### src/sv/buc_pkg.sv
package buc_pkg;

   localparam int DEF_MAP_BYTES  = 32;
   localparam int DEF_UNIT_BYTES = 16;

   localparam int OFFSET_W = 12;
   localparam int STATUS_W = 2;

   // reciprocal shift for offset / UNIT_BYTES; exact for offsets below 2**DIV_SHIFT / 256
   localparam int DIV_SHIFT = 24;

   localparam logic [7:0] MAP_FULL  = 8'hff;
   localparam logic [7:0] MAP_MSB   = 8'h80;
   localparam logic [7:0] MAP_EMPTY = 8'h00;

   localparam logic CMD_ALLOC = 1'b0;
   localparam logic CMD_FREE  = 1'b1;

   localparam logic [STATUS_W-1:0] STATUS_OK    = 2'd0;
   localparam logic [STATUS_W-1:0] STATUS_FULL  = 2'd1;
   localparam logic [STATUS_W-1:0] STATUS_RANGE = 2'd2;

   typedef struct packed {
      logic                cmd;
      logic [OFFSET_W-1:0] free_offset;
   } req_type;

   typedef struct packed {
      logic [OFFSET_W-1:0] alloc_offset;
      logic [STATUS_W-1:0] status;
   } rsp_type;

endpackage

### src/sv/buc_map_ram.sv
module buc_map_ram #(
   parameter int DEPTH = buc_pkg::DEF_MAP_BYTES
) (
   input  logic                                  clock,
   input  logic                                  wr_en,
   input  logic [(DEPTH > 1 ? $clog2(DEPTH) : 1)-1:0] wr_addr,
   input  logic [7:0]                            wr_data,
   input  logic [(DEPTH > 1 ? $clog2(DEPTH) : 1)-1:0] rd_addr,
   output logic [7:0]                            rd_data
);

   logic [7:0] mem [DEPTH];
   logic [7:0] rd_data_ff;

   always_ff @(posedge clock) begin
      if (wr_en) begin
         mem[wr_addr] <= wr_data;
      end
      rd_data_ff <= mem[rd_addr];
   end

   assign rd_data = rd_data_ff;

endmodule

### src/sv/buc_unit_div.sv
// unit index = offset / UNIT_BYTES by multiplying with a rounded-up reciprocal
module buc_unit_div #(
   parameter int MAP_BYTES  = buc_pkg::DEF_MAP_BYTES,
   parameter int UNIT_BYTES = buc_pkg::DEF_UNIT_BYTES
) (
   input  logic                                              clock,
   input  logic                                              load,
   input  logic [buc_pkg::OFFSET_W-1:0]                      offset,
   output logic [(MAP_BYTES > 1 ? $clog2(MAP_BYTES) : 1)+2:0] unit
);

   localparam int AW     = MAP_BYTES > 1 ? $clog2(MAP_BYTES) : 1;
   localparam int UNIT_W = AW + 3;
   localparam int RW     = buc_pkg::DIV_SHIFT + 1;
   localparam int PW     = buc_pkg::OFFSET_W + RW;
   localparam logic [RW-1:0] RECIP =
      RW'(((64'd1 << buc_pkg::DIV_SHIFT) + 64'(UNIT_BYTES) - 64'd1) / 64'(UNIT_BYTES));

   logic [PW-1:0]     prod;
   logic [UNIT_W-1:0] unit_ff;
   logic [UNIT_W-1:0] unit_in;

   always_comb begin
      prod    = PW'(offset) * PW'(RECIP);
      unit_in = load ? prod[buc_pkg::DIV_SHIFT +: UNIT_W] : unit_ff;
   end

   always_ff @(posedge clock) begin
      unit_ff <= unit_in;
   end

   assign unit = unit_ff;

endmodule

### src/sv/bitmap_unit_allocator_core.sv
// From accepted start to rsp_valid: an allocate scans from map byte 0 and answers at the byte
// holding the first free unit, or with STATUS_FULL after the last byte; a free reads, then
// writes its map byte; an out-of-range free answers STATUS_RANGE without a write. One item
// at a time; the map is scanned one byte per cycle through the RAM read port. busy drops with
// the result strobe, so the next start is taken at the edge ending the strobe. Synchronous
// reset, then every map byte is cleared with busy high; results cannot be stalled.
module bitmap_unit_allocator_core #(
   parameter int MAP_BYTES  = buc_pkg::DEF_MAP_BYTES,
   parameter int UNIT_BYTES = buc_pkg::DEF_UNIT_BYTES
) (
   input  logic             clock,
   input  logic             reset,
   input  logic             start,
   output logic             busy,
   input  buc_pkg::req_type req_payload,
   output logic             rsp_valid,
   output buc_pkg::rsp_type rsp_payload
);

   localparam int AW     = MAP_BYTES > 1 ? $clog2(MAP_BYTES) : 1;
   localparam int UNIT_W = AW + 3;
   localparam int MW     = UNIT_W + 9;
   localparam logic [AW-1:0] LAST_ADDR = AW'(MAP_BYTES - 1);
   localparam logic [31:0]   POOL      = 32'(MAP_BYTES * 8 * UNIT_BYTES);

   typedef enum logic [2:0] {
      CLEAR,
      IDLE,
      SCAN,
      FREE_RD,
      FREE_WR
   } state_type;

   state_type        state_ff, state_in;
   logic [AW-1:0]    addr_ff, addr_in;
   logic [AW-1:0]    chk_addr_ff, chk_addr_in;
   logic             chk_vld_ff, chk_vld_in;
   logic             in_range_ff, in_range_in;
   logic             rsp_valid_ff, rsp_valid_in;
   buc_pkg::rsp_type rsp_ff, rsp_in;

   logic             accept;
   logic             ram_wr_en;
   logic [AW-1:0]    ram_wr_addr;
   logic [7:0]       ram_wr_data;
   logic [AW-1:0]    ram_rd_addr;
   logic [7:0]       ram_rd_data;
   logic [UNIT_W-1:0] free_unit;
   logic [2:0]       first_clear;
   logic [7:0]       alloc_mask;
   logic [MW-1:0]    alloc_prod;

   assign accept = start && (state_ff == IDLE);

   buc_map_ram #(
      .DEPTH (MAP_BYTES)
   ) u_map_ram (
      .clock   (clock),
      .wr_en   (ram_wr_en),
      .wr_addr (ram_wr_addr),
      .wr_data (ram_wr_data),
      .rd_addr (ram_rd_addr),
      .rd_data (ram_rd_data)
   );

   buc_unit_div #(
      .MAP_BYTES  (MAP_BYTES),
      .UNIT_BYTES (UNIT_BYTES)
   ) u_unit_div (
      .clock  (clock),
      .load   (accept),
      .offset (req_payload.free_offset),
      .unit   (free_unit)
   );

   // first clear bit counted from the MSB
   always_comb begin
      first_clear = 3'd0;
      for (int i = 7; i >= 0; i--) begin
         if (!ram_rd_data[7 - i]) begin
            first_clear = 3'(i);
         end
      end
      alloc_mask = buc_pkg::MAP_MSB >> first_clear;
      alloc_prod = MW'({chk_addr_ff, first_clear}) * MW'(UNIT_BYTES);
   end

   always_comb begin
      state_in     = state_ff;
      addr_in      = addr_ff;
      chk_addr_in  = chk_addr_ff;
      chk_vld_in   = 1'b0;
      in_range_in  = in_range_ff;
      rsp_valid_in = 1'b0;
      rsp_in       = rsp_ff;
      ram_wr_en    = 1'b0;
      ram_wr_addr  = addr_ff;
      ram_wr_data  = buc_pkg::MAP_EMPTY;
      ram_rd_addr  = addr_ff;

      unique case (state_ff)
         CLEAR: begin
            ram_wr_en = 1'b1;
            if (addr_ff == LAST_ADDR) begin
               addr_in  = '0;
               state_in = IDLE;
            end else begin
               addr_in = addr_ff + 1'b1;
            end
         end
         IDLE: begin
            if (accept) begin
               addr_in     = '0;
               in_range_in = 32'(req_payload.free_offset) < POOL;
               state_in    = (req_payload.cmd == buc_pkg::CMD_FREE) ? FREE_RD : SCAN;
            end
         end
         SCAN: begin
            // reads run one address ahead of the check
            chk_vld_in  = 1'b1;
            chk_addr_in = addr_ff;
            if (addr_ff != LAST_ADDR) begin
               addr_in = addr_ff + 1'b1;
            end
            if (chk_vld_ff && ram_rd_data != buc_pkg::MAP_FULL) begin
               ram_wr_en           = 1'b1;
               ram_wr_addr         = chk_addr_ff;
               ram_wr_data         = ram_rd_data | alloc_mask;
               rsp_valid_in        = 1'b1;
               rsp_in.alloc_offset = alloc_prod[buc_pkg::OFFSET_W-1:0];
               rsp_in.status       = buc_pkg::STATUS_OK;
               chk_vld_in          = 1'b0;
               state_in            = IDLE;
            end else if (chk_vld_ff && chk_addr_ff == LAST_ADDR) begin
               rsp_valid_in        = 1'b1;
               rsp_in.alloc_offset = '0;
               rsp_in.status       = buc_pkg::STATUS_FULL;
               chk_vld_in          = 1'b0;
               state_in            = IDLE;
            end
         end
         FREE_RD: begin
            ram_rd_addr = free_unit[UNIT_W-1:3];
            if (in_range_ff) begin
               state_in = FREE_WR;
            end else begin
               rsp_valid_in        = 1'b1;
               rsp_in.alloc_offset = '0;
               rsp_in.status       = buc_pkg::STATUS_RANGE;
               state_in            = IDLE;
            end
         end
         FREE_WR: begin
            ram_wr_en           = 1'b1;
            ram_wr_addr         = free_unit[UNIT_W-1:3];
            ram_wr_data         = ram_rd_data & ~(buc_pkg::MAP_MSB >> free_unit[2:0]);
            rsp_valid_in        = 1'b1;
            rsp_in.alloc_offset = '0;
            rsp_in.status       = buc_pkg::STATUS_OK;
            state_in            = IDLE;
         end
         default: begin
            state_in = CLEAR;
         end
      endcase
   end

   always_ff @(posedge clock) begin
      if (reset) begin
         state_ff     <= CLEAR;
         addr_ff      <= '0;
         chk_vld_ff   <= 1'b0;
         rsp_valid_ff <= 1'b0;
      end else begin
         state_ff     <= state_in;
         addr_ff      <= addr_in;
         chk_vld_ff   <= chk_vld_in;
         rsp_valid_ff <= rsp_valid_in;
      end
      chk_addr_ff <= chk_addr_in;
      in_range_ff <= in_range_in;
      rsp_ff      <= rsp_in;
   end

   assign busy        = (state_ff != IDLE);
   assign rsp_valid   = rsp_valid_ff;
   assign rsp_payload = rsp_ff;

`ifndef ASSERT_OFF
   a_rsp_after_work: assert property (@(posedge clock) disable iff (reset)
      rsp_valid |-> $past(busy))
      else $error("result strobe without a transfer in progress");

   a_accept_goes_busy: assert property (@(posedge clock) disable iff (reset)
      (start && !busy) |=> busy)
      else $error("accepted transfer did not raise busy");

   a_offset_zero: assert property (@(posedge clock) disable iff (reset)
      (rsp_valid && rsp_payload.status != buc_pkg::STATUS_OK) |-> rsp_payload.alloc_offset == '0)
      else $error("nonzero offset on failed request");

   a_status_code: assert property (@(posedge clock) disable iff (reset)
      rsp_valid |-> (rsp_payload.status == buc_pkg::STATUS_OK ||
                     rsp_payload.status == buc_pkg::STATUS_FULL ||
                     rsp_payload.status == buc_pkg::STATUS_RANGE))
      else $error("undefined status code");

   a_no_write_idle: assert property (@(posedge clock) disable iff (reset)
      ram_wr_en |-> state_ff != IDLE)
      else $error("map written while idle");
`endif

endmodule
### config.mk
export PLATFORM = sky130hd
export DESIGN_NAME = bitmap_unit_allocator_core
export DESIGN_NICKNAME = d
export VERILOG_FILES = /design/src/sv/buc_pkg.sv /design/src/sv/buc_map_ram.sv /design/src/sv/buc_unit_div.sv /design/src/sv/bitmap_unit_allocator_core.sv
export SDC_FILE = /design/constraint.sdc
export NUM_CORES = 1
export LEC_CHECK = 0
export BUFFER_PORTS_ARGS = -buffer_cell sky130_fd_sc_hd__buf_4
export CORE_MARGIN = 1
export CORE_UTILIZATION = 29
export CTS_BUF_LIST = sky130_fd_sc_hd__clkbuf_8
export DETAILED_ROUTE_END_ITERATION = 10
export PLACE_DENSITY = 0.44
export SETUP_SLACK_MARGIN = 0.05
export SYNTH_ARGS = -nofsm -noshare
export SYNTH_HDL_FRONTEND = slang
export SYNTH_SLANG_ARGS = --single-unit
### constraint.sdc
create_clock -name clock -period 6.29 [get_ports clock]
set_input_delay 0.9435 -clock clock [delete_from_list [all_inputs] [get_ports clock]]
set_output_delay 0.9435 -clock clock [all_outputs]
set_load 0.02 [all_outputs]
-- Word-level counts from Yosys, hierarchy flattened
Memory sizes are Yosys's and may differ from the RTL's. A register that Yosys moved wholly into a read port is not among the register bits.
Index checks and enable logic that the tools add are counted.
- register bits after elaboration: 37
- RAM bits: 256
- input bits: 16
- output and inout port bits: 16
- memories kept: 1
- memory list (name ; words ; bits a word ; read ports ; clocked after Yosys merged registers in ; write ports ; line ; RTL):
    u_map_ram.mem ; 32 ; 8 ; 1 ; 1 ; 1 ; buc_map_ram.sv:12 ; logic [7:0] mem [DEPTH];
- $add $sub $neg: 1
- eq/ne operators: 13
- shift operators: 2
- muxes and demuxes: 34
- bitwise operators: 5
- reduce and logical (&&, ||, !) cells: 11
- operator list (kind ; count):
    two-way mux 3 bit ; 12
    two-way mux 14 bit ; 2
    one-hot mux 14 bit (2 select lines) ; 1
    two-way mux 5 bit ; 5
    one-hot mux 8 bit (2 select lines) ; 1
    right shift 8 x 3 -> 8 bit, first input constant ; 2
    one-hot mux 3 bit (5 select lines) ; 1
    one-hot mux 5 bit (3 select lines) ; 1
    == test 5 bit, second input constant ; 2
    one-hot mux 5 bit (2 select lines) ; 1
    AND reduction 3 bit ; 3
    AND 8 bit ; 1
    two-way mux 8 bit ; 1
    != test 8 bit, second input constant ; 1
    inverter 8 bit ; 1
    bitwise OR 8 bit ; 1
    two-way mux 1 bit ; 7
    == test 3 x 2 -> 1 bit, second input constant ; 2
    nonzero test 3 bit ; 2
    adder 5 x 1 -> 5 bit, second input constant ; 1
    != test 5 bit, second input constant ; 1
    != test 2 bit, second input constant ; 2
    one-hot mux 1 bit (2 select lines) ; 2
    == test 3 x 1 -> 1 bit, second input constant ; 1
    other kinds (9) ; 12

-- Longest topological paths before layout
Gate-level depths: netlist of run 1.
- depth in word-level cells: 12
- gate-level depth with buffers: 11
- gate-level depth less buffers: 9

-- Hierarchy
From an unflattened synthesis of run 1, not the netlist that was laid out.
- cells, all modules: 583
- area, all modules: 11793.8 µm²
- modules (own cells, without submodules) (module ; instances ; cells each ; area an instance (µm²) ; sequential area each (µm²)):
    buc_map_ram ; 1 ; 417 ; 10053.4 ; 7847.5
    bitmap_unit_allocator_core ; 1 ; 158 ; 1500.2 ; 620.6
    buc_unit_div ; 1 ; 8 ; 240.2 ; 240.2

-- Worst setup path before layout of run 1
No wires, ideal clock.
- path kind: register -> register
- start: register state_ff[0]
- end: memory u_map_ram.mem[0][0], data pin
- library setup time: 0.563 ns
- arrival: 3.276 ns
- slack: 2.451 ns
- cell stages (with the launch flop): 6
- cells stage by stage: dfxtp_1 buf_2 nor3b_2 o211ai_1 clkbuf_1 o41ai_1
- cells in the longest elaborated chain, start to end: 2
- elaborated cells between the ends (all ways): 3
- classes of those cells: 2 x eq/ne; 1 x mux
- ends and longest elaborated chain (element ; line ; RTL):
    from (decl) ; bitmap_unit_allocator_core.sv:34 ; state_type state_ff, state_in;
    from (signal assigned) ; bitmap_unit_allocator_core.sv:175 ; state_ff <= state_in;
    == test 3 bit or == test 3 x 2 -> 1 bit (tied branches) ; bitmap_unit_allocator_core.sv:101 ; unique case (state_ff)
    one-hot mux 8 bit (2 select lines) * ; bitmap_unit_allocator_core.sv:101 ;
    named net ram_wr_data[0] ; bitmap_unit_allocator_core.sv:45 ; logic [7:0] ram_wr_data;
    to (decl) ; buc_map_ram.sv:12 ;
Mark *: on every way through the listed nets, which the timed path passes. The rest lies on a longest branch.

-- Final worst setup path of run 1
- start: register state_ff[1]
- end: memory u_map_ram.mem[27][7], enable pin
- cells in the longest elaborated chain, start to end: 5
- elaborated cells between the ends (all ways): 8
- classes of those cells: 2 x eq/ne; 4 x mux; 2 x reduce/logical
- ends and longest elaborated chain (element ; line ; RTL):
    == test 3 bit or zero test 3 bit (tied branches) ; bitmap_unit_allocator_core.sv:101 ;
    OR reduction 2 bit (no source line) ; -- ;
    one-hot mux 1 bit (2 select lines) ; bitmap_unit_allocator_core.sv:101 ;
    two-way mux 1 bit ; buc_map_ram.sv:16 ; if (wr_en) begin
    two-way mux 1 bit (not written as such) ; buc_map_ram.sv:17 ; mem[wr_addr] <= wr_data;
Parallel ways exist; a longest one is shown, timed or not.

==> results of run 1 <==
## synthesized netlist by cell type, types with 3 or more instances
cell type    n  area, sq um
nand2b_1     8         50.1
buf_2       18         90.1
nand3b_1     8         60.1
a32oi_1      5         43.8
nor2b_1      9         56.3
o211ai_1     7         52.6
mux2i_1     60          601
inv_1       10         37.5
a21oi_1     60          300
buf_4        8         60.1
o22ai_1     18          113
nand2_1    103          387
mux4_2      36          811
nor3_1      13         65.1
o31ai_1      4         30.0
a22oi_1     17          128
nor2_1      60          225
and2_1       7         43.8
dfxtp_1     18          360
nand4_1      9         56.3
o221ai_1     3         26.3
and3_1       7         43.8
o21ai_0     25          125
buf_1        5         18.8
a211oi_1    18          135
nor3b_1      5         37.5
a21bo_2      3         30.0
a311o_1      3         30.0
nand3_1     28          140
clkbuf_1    28          105
nor4_1       6         37.5
mux2_2      11          124
buf_6        5         56.3
a221oi_1     9         78.8
o32ai_1      5         43.8
edfxtp_1   278         8350
a31oi_1      9         56.3
## worst max path at each step
stage / start / to / slack (ps) / cells past startpoint
2_1_floorplan: state_ff[0] / u_map_ram.mem[0][0] / 2450 / 5
3_3_place_gp: state_ff[1] / u_map_ram.mem[27][0] / 2450 / 6
3_5_place_dp: state_ff[1] / u_map_ram.mem[27][0] / 2400 / 6
4_1_cts: state_ff[1] / u_map_ram.mem[27][0] / 2400 / 6
5_1_grt: state_ff[1] / u_map_ram.mem[27][4] / 2030 / 6
6_report: state_ff[1] / u_map_ram.mem[27][7] / 2330 / 6
## through the flow
stage                     power (mW)  utilization [%]
final                           4.25             33.5
after detailed placement        2.57             31.3
after floorplan                 2.45                -
after global routing            4.40             33.5
after CTS                       4.30             33.5
after global placement          2.57             31.3
## state kept, by name, summed over array words and instances, names as in the netlist
name,flops
u_map_ram.mem,256
rsp_payload,9
u_map_ram.rd_data,8
u_unit_div.unit,8
addr_ff,5
chk_addr_ff,5
state_ff,3
chk_vld_ff,1
rsp_valid,1
## layout make-up
cell class              count  area, sq um  area share (%)
flip-flops and latches    296         8710            57.2
multi-input cells         596         4350            28.6
clock buffers              60          826            5.43
well taps                 600          751            4.93
repair buffers             49          368            2.42
clock inverters            34          178            1.17
inverters                  10         37.5           0.247
## power by group through the flow
stage	combinational, mW	clock, mW	sequential (mW)
3_3_place_gp	0.320	0	2.24
5_1_grt	0.346	1.85	2.21
2_1_floorplan	0.227	0	2.22
3_5_place_dp	0.320	0	2.25
6_report	0.320	1.72	2.21
4_1_cts	0.322	1.77	2.20
## logic make-up after synthesis
kind of cell,count (synthesis)
DFF,296
and+or+nand+nor,272
AOI/OAI and AO/OA,205
muxes,109
buffers and inverters,74
xor gates and xnor gates,3
adders and majority gates,2
other,1
## layout by cell type, fill, tap and decap left out, drive strengths merged, types with 4 or more instances in the layout
cell / Yosys / routed
nor2: 60 / 60
o211ai: 7 / 7
nand3b: 8 / 8
nand2: 103 / 103
dfxtp: 18 / 18
o22ai: 18 / 18
nor4: 6 / 6
nor3b: 6 / 6
clkinv: 0 / 10
a31oi: 9 / 9
mux4: 36 / 36
a21oi: 60 / 60
nand4: 9 / 9
edfxtp: 278 / 278
buf: 36 / 49
o21ai: 26 / 26
a22oi: 17 / 17
o31ai: 4 / 4
o32ai: 5 / 5
a211oi: 18 / 18
and3: 7 / 7
and2: 7 / 7
inv: 10 / 31
nand2b: 8 / 8
nor2b: 9 / 9
nor3: 13 / 13
a221oi: 9 / 9
nand3: 28 / 28
mux2i: 61 / 61
conb: 1 / 5
a32oi: 5 / 5
mux2: 12 / 12
clkbuf: 28 / 60
## metal layers
metal | routed length, microns | global-route usage, %
met5 | 0 | 0
met1 | 18200 | 23.8
met4 | 1150 | 6.62
met3 | 1960 | 2.92
met2 | 18200 | 26.2
==> reports/results.tsv, run 1 <==
metric	value	unit
run_status	finished clean	
first_pass_iters	7	
cts_buffers	52	
final_area	15200	sq um
clk_pin_slew	60	ps
grt_overflow_total	0	
hold-path-endpoint	u_unit_div.unit[0]	
critPathMaxFanout	15	
post_cts_resized	0	
worst_pin_slew	1210	ps
syn_area_per_cell	13.9	sq um
wl_per_cell	24.0	microns
cts.path.max_buffers	3	
crit_family	simple AND/OR/NAND/NOR gates	
fp.dieH	216	microns
cts_setup_buffers	0	
place_area	14200	sq um
dp.cells	1551	
critical_path_arrival	4210	ps
antenna_found_initial	0	
whs	477	ps
hold_path.class	input pin to flip-flop	
seq_area_frac_synth	65.3	%
track_usage	17.0	%
synthesis.area	13300	sq um
required	6540	ps
postSynthCellCount	962	
power.share.switching	25.0	%
setup_violations	0	
yosys_warnings	0	
synth_fa_ha_area_share	0.188	%
fin_nets	1023	
p_int	3.19	mW
layout_setup_ws	2330	ps
synth-xor-area-share	0.197	%
routabilityCongestion	0.832	
hpwl	25400	microns
drc	0	
endpoint_kind	flip-flop	
synth_top_family_by_area	multiplexers	
r2r-end	u_map_ram.mem[27][7]	
synth_ff_type	edfxtp_1	
finalWirelength	39500	microns
hold_depth	1	
min_from	req_payload[4]	
portBuffers	22	
crit_chain	nor3b_2 -> o211a_1 -> a22oi_1 -> nor2_1 -> o221ai_1 -> nor3_1	
vias_per_cell	5.16	
grt_pass1_wl	57600	microns
pwr-share-clk	40.5	%
critical-path-max-stage-delay	1070	ps
clock_skew	40.7	ps
rows	78	
dr_total_vias	8480	
cts_hold_buf	0	
maxSlewViolCount	0	
drtIter0Drc	828	
grt_max_degree	51	
area_growth	14.1	%
synth_compound_area_share	10.2	%
start_util	29.4	%
core_area	45400	sq um
clock_sinks	296	
pwr_density_cell	279	nW/um^2
synth.ff_latch_count	296	
finalHoldViolations	0	
drive_gt1_share	17.6	%
combPwrFrac	7.5	%
layout_min_cycle_time	3960	ps
diodes	0	
rrSetupSlack	2330	ps
insertion_delay	650	ps
grt_pass1_vias	8336	
synth_edf_count	278	
ir_worst_vdd	114	uV
async_reset_ff_share	0	%
dieArea	46800	sq um
fmaxAchievable	252	MHz
worstSetupPathType	flip-flop to flip-flop	
synth-simple-area-share	9.61	%
ctsRootBufferMaster	clkbuf_8	
tns	0	ps
final_antenna_net_count	0	
pin_count	32	
power_switching	1.06	mW
layout.cells.non_filler	1645	
cp.buffers_inverters	0	
synth_cell_type_count	66	
cap_violations	0	
post-route-period-util	63.0	%
p_seq_share	51.9	%
r2r-start	state_ff[1]	
fillers	4421	
r2r_cells	6	
tritoncts	built	
place_ws	2400	ps
power_leakage	4.51	nW
startpoint_type	flip-flop	
htreeDepth	2	
chipWidth	216	microns
muxShareOfSynthArea	11.7	%
cp_slowest_cell	nor3_1	
max-slew-margin-rel	18.9	%
rsz0062_at_grt	false	
(Power assumes the default switching activity.)
==> run 2, diff against run 1 <==
Settings changed: PLACE_DENSITY 0.44 to 0.46.
Clock period 6.29 ns to 3.35 ns, I/O delays scaled along.
==> run 2 against run 1 <==
  * Cell area is 3.9% higher
  * Clock power grew 94%
  * Register-to-register slack lost 2000 ps
  * Sequential share of layout area shrank 2.2 points
  * Clock skew is 14 ps lower
  * Power is 92% higher
  * Cell count up 3.9%
  * Critical path type unchanged
==> reports/results.tsv, run 2 (synthesized netlist as in run 1, its figures left out) <==
metric	value	unit
run_status	finished clean	
insertion_delay	620	ps
start_util	29.4	%
critical_path_arrival	3380	ps
core_area	45400	sq um
r2r_cells	9	
drive_gt1_share	23.0	%
cts_setup_buffers	0	
track_usage	17.4	%
critPathCapture	u_map_ram.mem[12][1]	
cts_hold_buf	0	
htreeDepth	2	
dr_total_vias	8806	
met3_usage	3.02	%
drc	0	
final_area	15800	sq um
grt_overflow_total	0	
grt_pass1_wl	59300	microns
grt-busiest-layer	met2	
clock_skew	26.9	ps
most-common-layout-cells	edfxtp_1 (278), buf_4 (115), nand2_1 (103)	
grt_max_degree	33	
final_antenna_net_count	0	
dieArea	46800	sq um
antenna_found_initial	1	
pwr_density_cell	515	nW/um^2
wl_per_cell	23.6	microns
top_register	u_map_ram.mem	
required	3670	ps
endpoint_kind	flip-flop	
critical-path-max-stage-delay	620	ps
tritoncts	built	
rrSetupSlack	290	ps
rows	78	
post_cts_resized	0	
crit_cells	9	
layout_setup_ws	286	ps
power_leakage	4.88	nW
rsz0062_at_grt	false	
chipWidth	216	microns
r2r-end	u_map_ram.mem[12][1]	
hold_path.class	input pin to flip-flop	
ff_latch_area	8710	sq um
crit_family	compound AO/OA/AOI/OAI gates	
finalHoldViolations	0	
cap_violations	0	
crit_start	state_ff[0]	
worst_pin_slew	1280	ps
grt_use_met1	24.2	%
max-slew-margin-rel	14.3	%
clk_pin_slew	60	ps
worstSetupPathType	flip-flop to flip-flop	
fmaxAchievable	326	MHz
crit_chain	nor3b_2 -> buf_4 -> o211ai_1 -> buf_4 -> a2bb2oi_1 -> a2111oi_0 -> nand2_1 -> nor2_1 -> buf_4	
largest_reg_flops	256	
crit_top_cell	buf_4	
maxSlewViolCount	0	
grt_pass1_vias	8788	
routabilityCongestion	0.899	
clock_sinks	296	
area_growth	18.6	%
final_common_cell	edfxtp_1	
r2r-start	state_ff[0]	
fin_nets	1093	
vias_per_cell	5.15	
fp.dieH	216	microns
multiInputGateArea	4350	sq um
final_core_util	34.9	%
total_power	8.14	mW
place_ws	354	ps
cts.path.max_buffers	3	
portBuffers	22	
critPathMaxFanout	11	
use_met2	27.1	%
setup_violations	0	
cp.buffers_inverters	3	
ir_worst_vdd	219	uV
place_area	14800	sq um
ctsRootBufferMaster	clkbuf_8	
cts_buffers	51	
hpwl	26700	microns
layout_min_cycle_time	3060	ps
pin_count	32	
fillers	4401	
tns	0	ps
first_pass_iters	8	
diodes	0	
startpoint_type	flip-flop	
post-route-period-util	91.5	%
cp_slowest_cell	a2111oi_0	
finalWirelength	40300	microns
drtIter0Drc	912	
[run 2: through the flow]
step / hold WS, ps / instances
after global routing: 22.9 / 1709
final: 54.6 / 1709
after floorplan: 406 / 966
after detailed placement: 600 / 1622
after CTS: 5.36 / 1709
after global placement: 608 / 1621
[run 2: how the worst min path moves through the flow]
stage / from / endpoint / depth (start not counted)
CTS: req_payload[11] / u_unit_div.unit[7] / 1
global route: req_payload[11] / u_unit_div.unit[7] / 1
detailed placement: chk_addr_ff[2] / rsp_payload[11] / 1
finish: req_payload[7] / u_unit_div.unit[3] / 1
floorplan: addr_ff[2] / chk_addr_ff[2] / 0
global placement: chk_addr_ff[2] / rsp_payload[11] / 1
[run 2: power breakdown]
group          leakage [nW]  switching (mW)  internal [mW]
combinational          2.05           0.413          0.254
sequential             2.28          0.0648           4.06
clock                 0.549            1.50           1.84
total                  4.88            1.98           6.16
[run 2: layout make-up]
class / count / share of cell area [%]
sequential: 296 / 55.1
multi-input combinational: 596 / 27.5
tap: 600 / 4.75
clock inverter: 34 / 1.72
clock buffer: 53 / 4.61
inverter: 10 / 0.237
timing repair buffer: 120 / 6.09
[run 2: metal layers]
metal / vias to the layer above / routed length, microns
met1: 4451 / 18400
li1: 4009 / -
met5: - / 0
met2: 286 / 18500
met4: 0 / 1020
met3: 60 / 2310
==> run 3, diff against run 2 <==
Settings changed: HOLD_SLACK_MARGIN from default to 0.06.
==> run 3 against run 2 <==
  * Combinational power increased by 1%
  * Sequential power hardly changed
  * Count of clock-buffer cells in the layout is the same
  * Clock power is essentially flat
  * Maximum frequency decreased by 0.71%
  * Critical path type unchanged
==> reports/results.tsv, run 3 (synthesized netlist as in run 1, its figures left out) <==
metric	value	unit
setup_violations	0	
area_growth	19.3	%
most-common-layout-cells	edfxtp_1 (278), buf_4 (115), nand2_1 (103)	
drtIter0Drc	914	
cts_setup_buffers	0	
dp.cells	1622	
max-slew-margin-rel	15.3	%
top_register	u_map_ram.mem	
final_antenna_net_count	0	
ir_worst_vdd	219	uV
hold_depth	3	
clock_sinks	296	
hold-path-endpoint	state_ff[1]	
critical_path_arrival	3400	ps
hold_path.class	input pin to flip-flop	
dr_total_vias	8919	
final_common_cell	edfxtp_1	
startpoint_type	flip-flop	
fin_nets	1102	
r2r-end	u_map_ram.mem[12][1]	
finalWirelength	40500	microns
layout.cells.non_filler	1718	
cts_buffers	51	
hpwl	26700	microns
run_status	finished clean	
insertion_delay	620	ps
rsz0062_at_grt	false	
maxSlewViolCount	0	
first_pass_iters	7	
rrSetupSlack	260	ps
required	3670	ps
finalHoldViolations	0	
rows	78	
core_area	45400	sq um
portBuffers	22	
critPathMaxFanout	11	
worstSetupPathType	flip-flop to flip-flop	
fmaxAchievable	324	MHz
power_leakage	4.92	nW
critical-path-max-stage-delay	640	ps
r2r-start	state_ff[0]	
antenna_found_initial	1	
chipWidth	216	microns
vias_per_cell	5.19	
crit_chain	nor3b_2 -> buf_4 -> o211ai_1 -> buf_4 -> a2bb2oi_1 -> a2111oi_0 -> nand2_1 -> nor2_1 -> buf_4	
layout_min_cycle_time	3090	ps
grt_pass1_wl	59500	microns
min_from	start	
grt_max_degree	33	
whs	170	ps
ctsRootBufferMaster	clkbuf_8	
post-route-period-util	92.1	%
total_power	8.15	mW
cp_slowest_cell	a2111oi_0	
dieArea	46800	sq um
largest_reg_flops	256	
routabilityCongestion	0.899	
fp.dieH	216	microns
start_util	29.4	%
crit_top_cell	buf_4	
tritoncts	built	
pwr_density_cell	512	nW/um^2
wl_per_cell	23.6	microns
pin_count	32	
cp.buffers_inverters	3	
worst_pin_slew	1260	ps
final_core_util	35.1	%
cts.path.max_buffers	3	
grt_overflow_total	0	
clk_pin_slew	60	ps
clock_skew	28.4	ps
tns	0	ps
htreeDepth	2	
endpoint_kind	flip-flop	
drc	0	
r2r_cells	9	
diodes	0	
cap_violations	0	
crit_family	compound AO/OA/AOI/OAI gates	
grt_pass1_vias	8823	
track_usage	17.4	%
drive_gt1_share	22.8	%
run 3: how the worst max path moves through the flow:
stage,slack [ps],start,cells after the start,to
after floorplan,90,state_ff[0],5,u_map_ram.mem[0][4]
after global placement,250,u_map_ram.rd_data[6],6,u_map_ram.mem[26][0]
after detailed placement,350,u_map_ram.rd_data[6],7,u_map_ram.mem[27][7]
after CTS,320,u_map_ram.rd_data[6],7,u_map_ram.mem[27][1]
after global routing,80,state_ff[0],6,u_map_ram.mem[27][2]
final,260,state_ff[0],9,u_map_ram.mem[12][1]
run 3: worst register-to-register path: stages, from the launching register on:
cell and delay [ps]:
dfxtp_1 400, nor3b_2 240, buf_4 200, o211ai_1 130, buf_4 230, a2bb2oi_1 160
a2111oi_0 640, nand2_1 380, nor2_1 180, buf_4 220
run 3: repair_timing:
item                                   4_1_cts  5_1_grt
hold buffers                                 9        0
resized for setup                            0        0
endpoints found under the hold margin       12        0
run 3: layout make-up:
cell class                      count  area (sq um)
Clock inverter                     34           273
Clock buffer                       53           729
Multi-Input combinational cell    596          4350
Sequential cell                   296          8710
Inverter                           10          37.5
Tap cell                          600           751
Timing Repair Buffer              129          1050
Fill cell                        4395         29500
run 3: power breakdown:
group          switching [mW]  internal [mW]
clock network            1.50           1.84
logic                   0.415          0.261
registers              0.0645           4.06
total                    1.98           6.17
run 3: through the flow:
step | worst slack (ps) | instance area [sq um]
2_1_floorplan | 93.4 | 13400
3_3_place_gp | 245 | 14800
3_5_place_dp | 354 | 14800
4_1_cts | 317 | 15900
5_1_grt | 84.8 | 15900
6_report | 264 | 15900
run 3: layer usage:
layer | wire, microns | part of all wire (%) | GRT usage [%] | up-vias
met5 | 0 | 0 | 0 | -
met4 | 966 | 2.4 | 6.29 | 0
met3 | 2220 | 5.5 | 3.00 | 59
met2 | 18800 | 46 | 27.2 | 300
met1 | 18500 | 46 | 24.3 | 4533
li1 | - | - | - | 4027
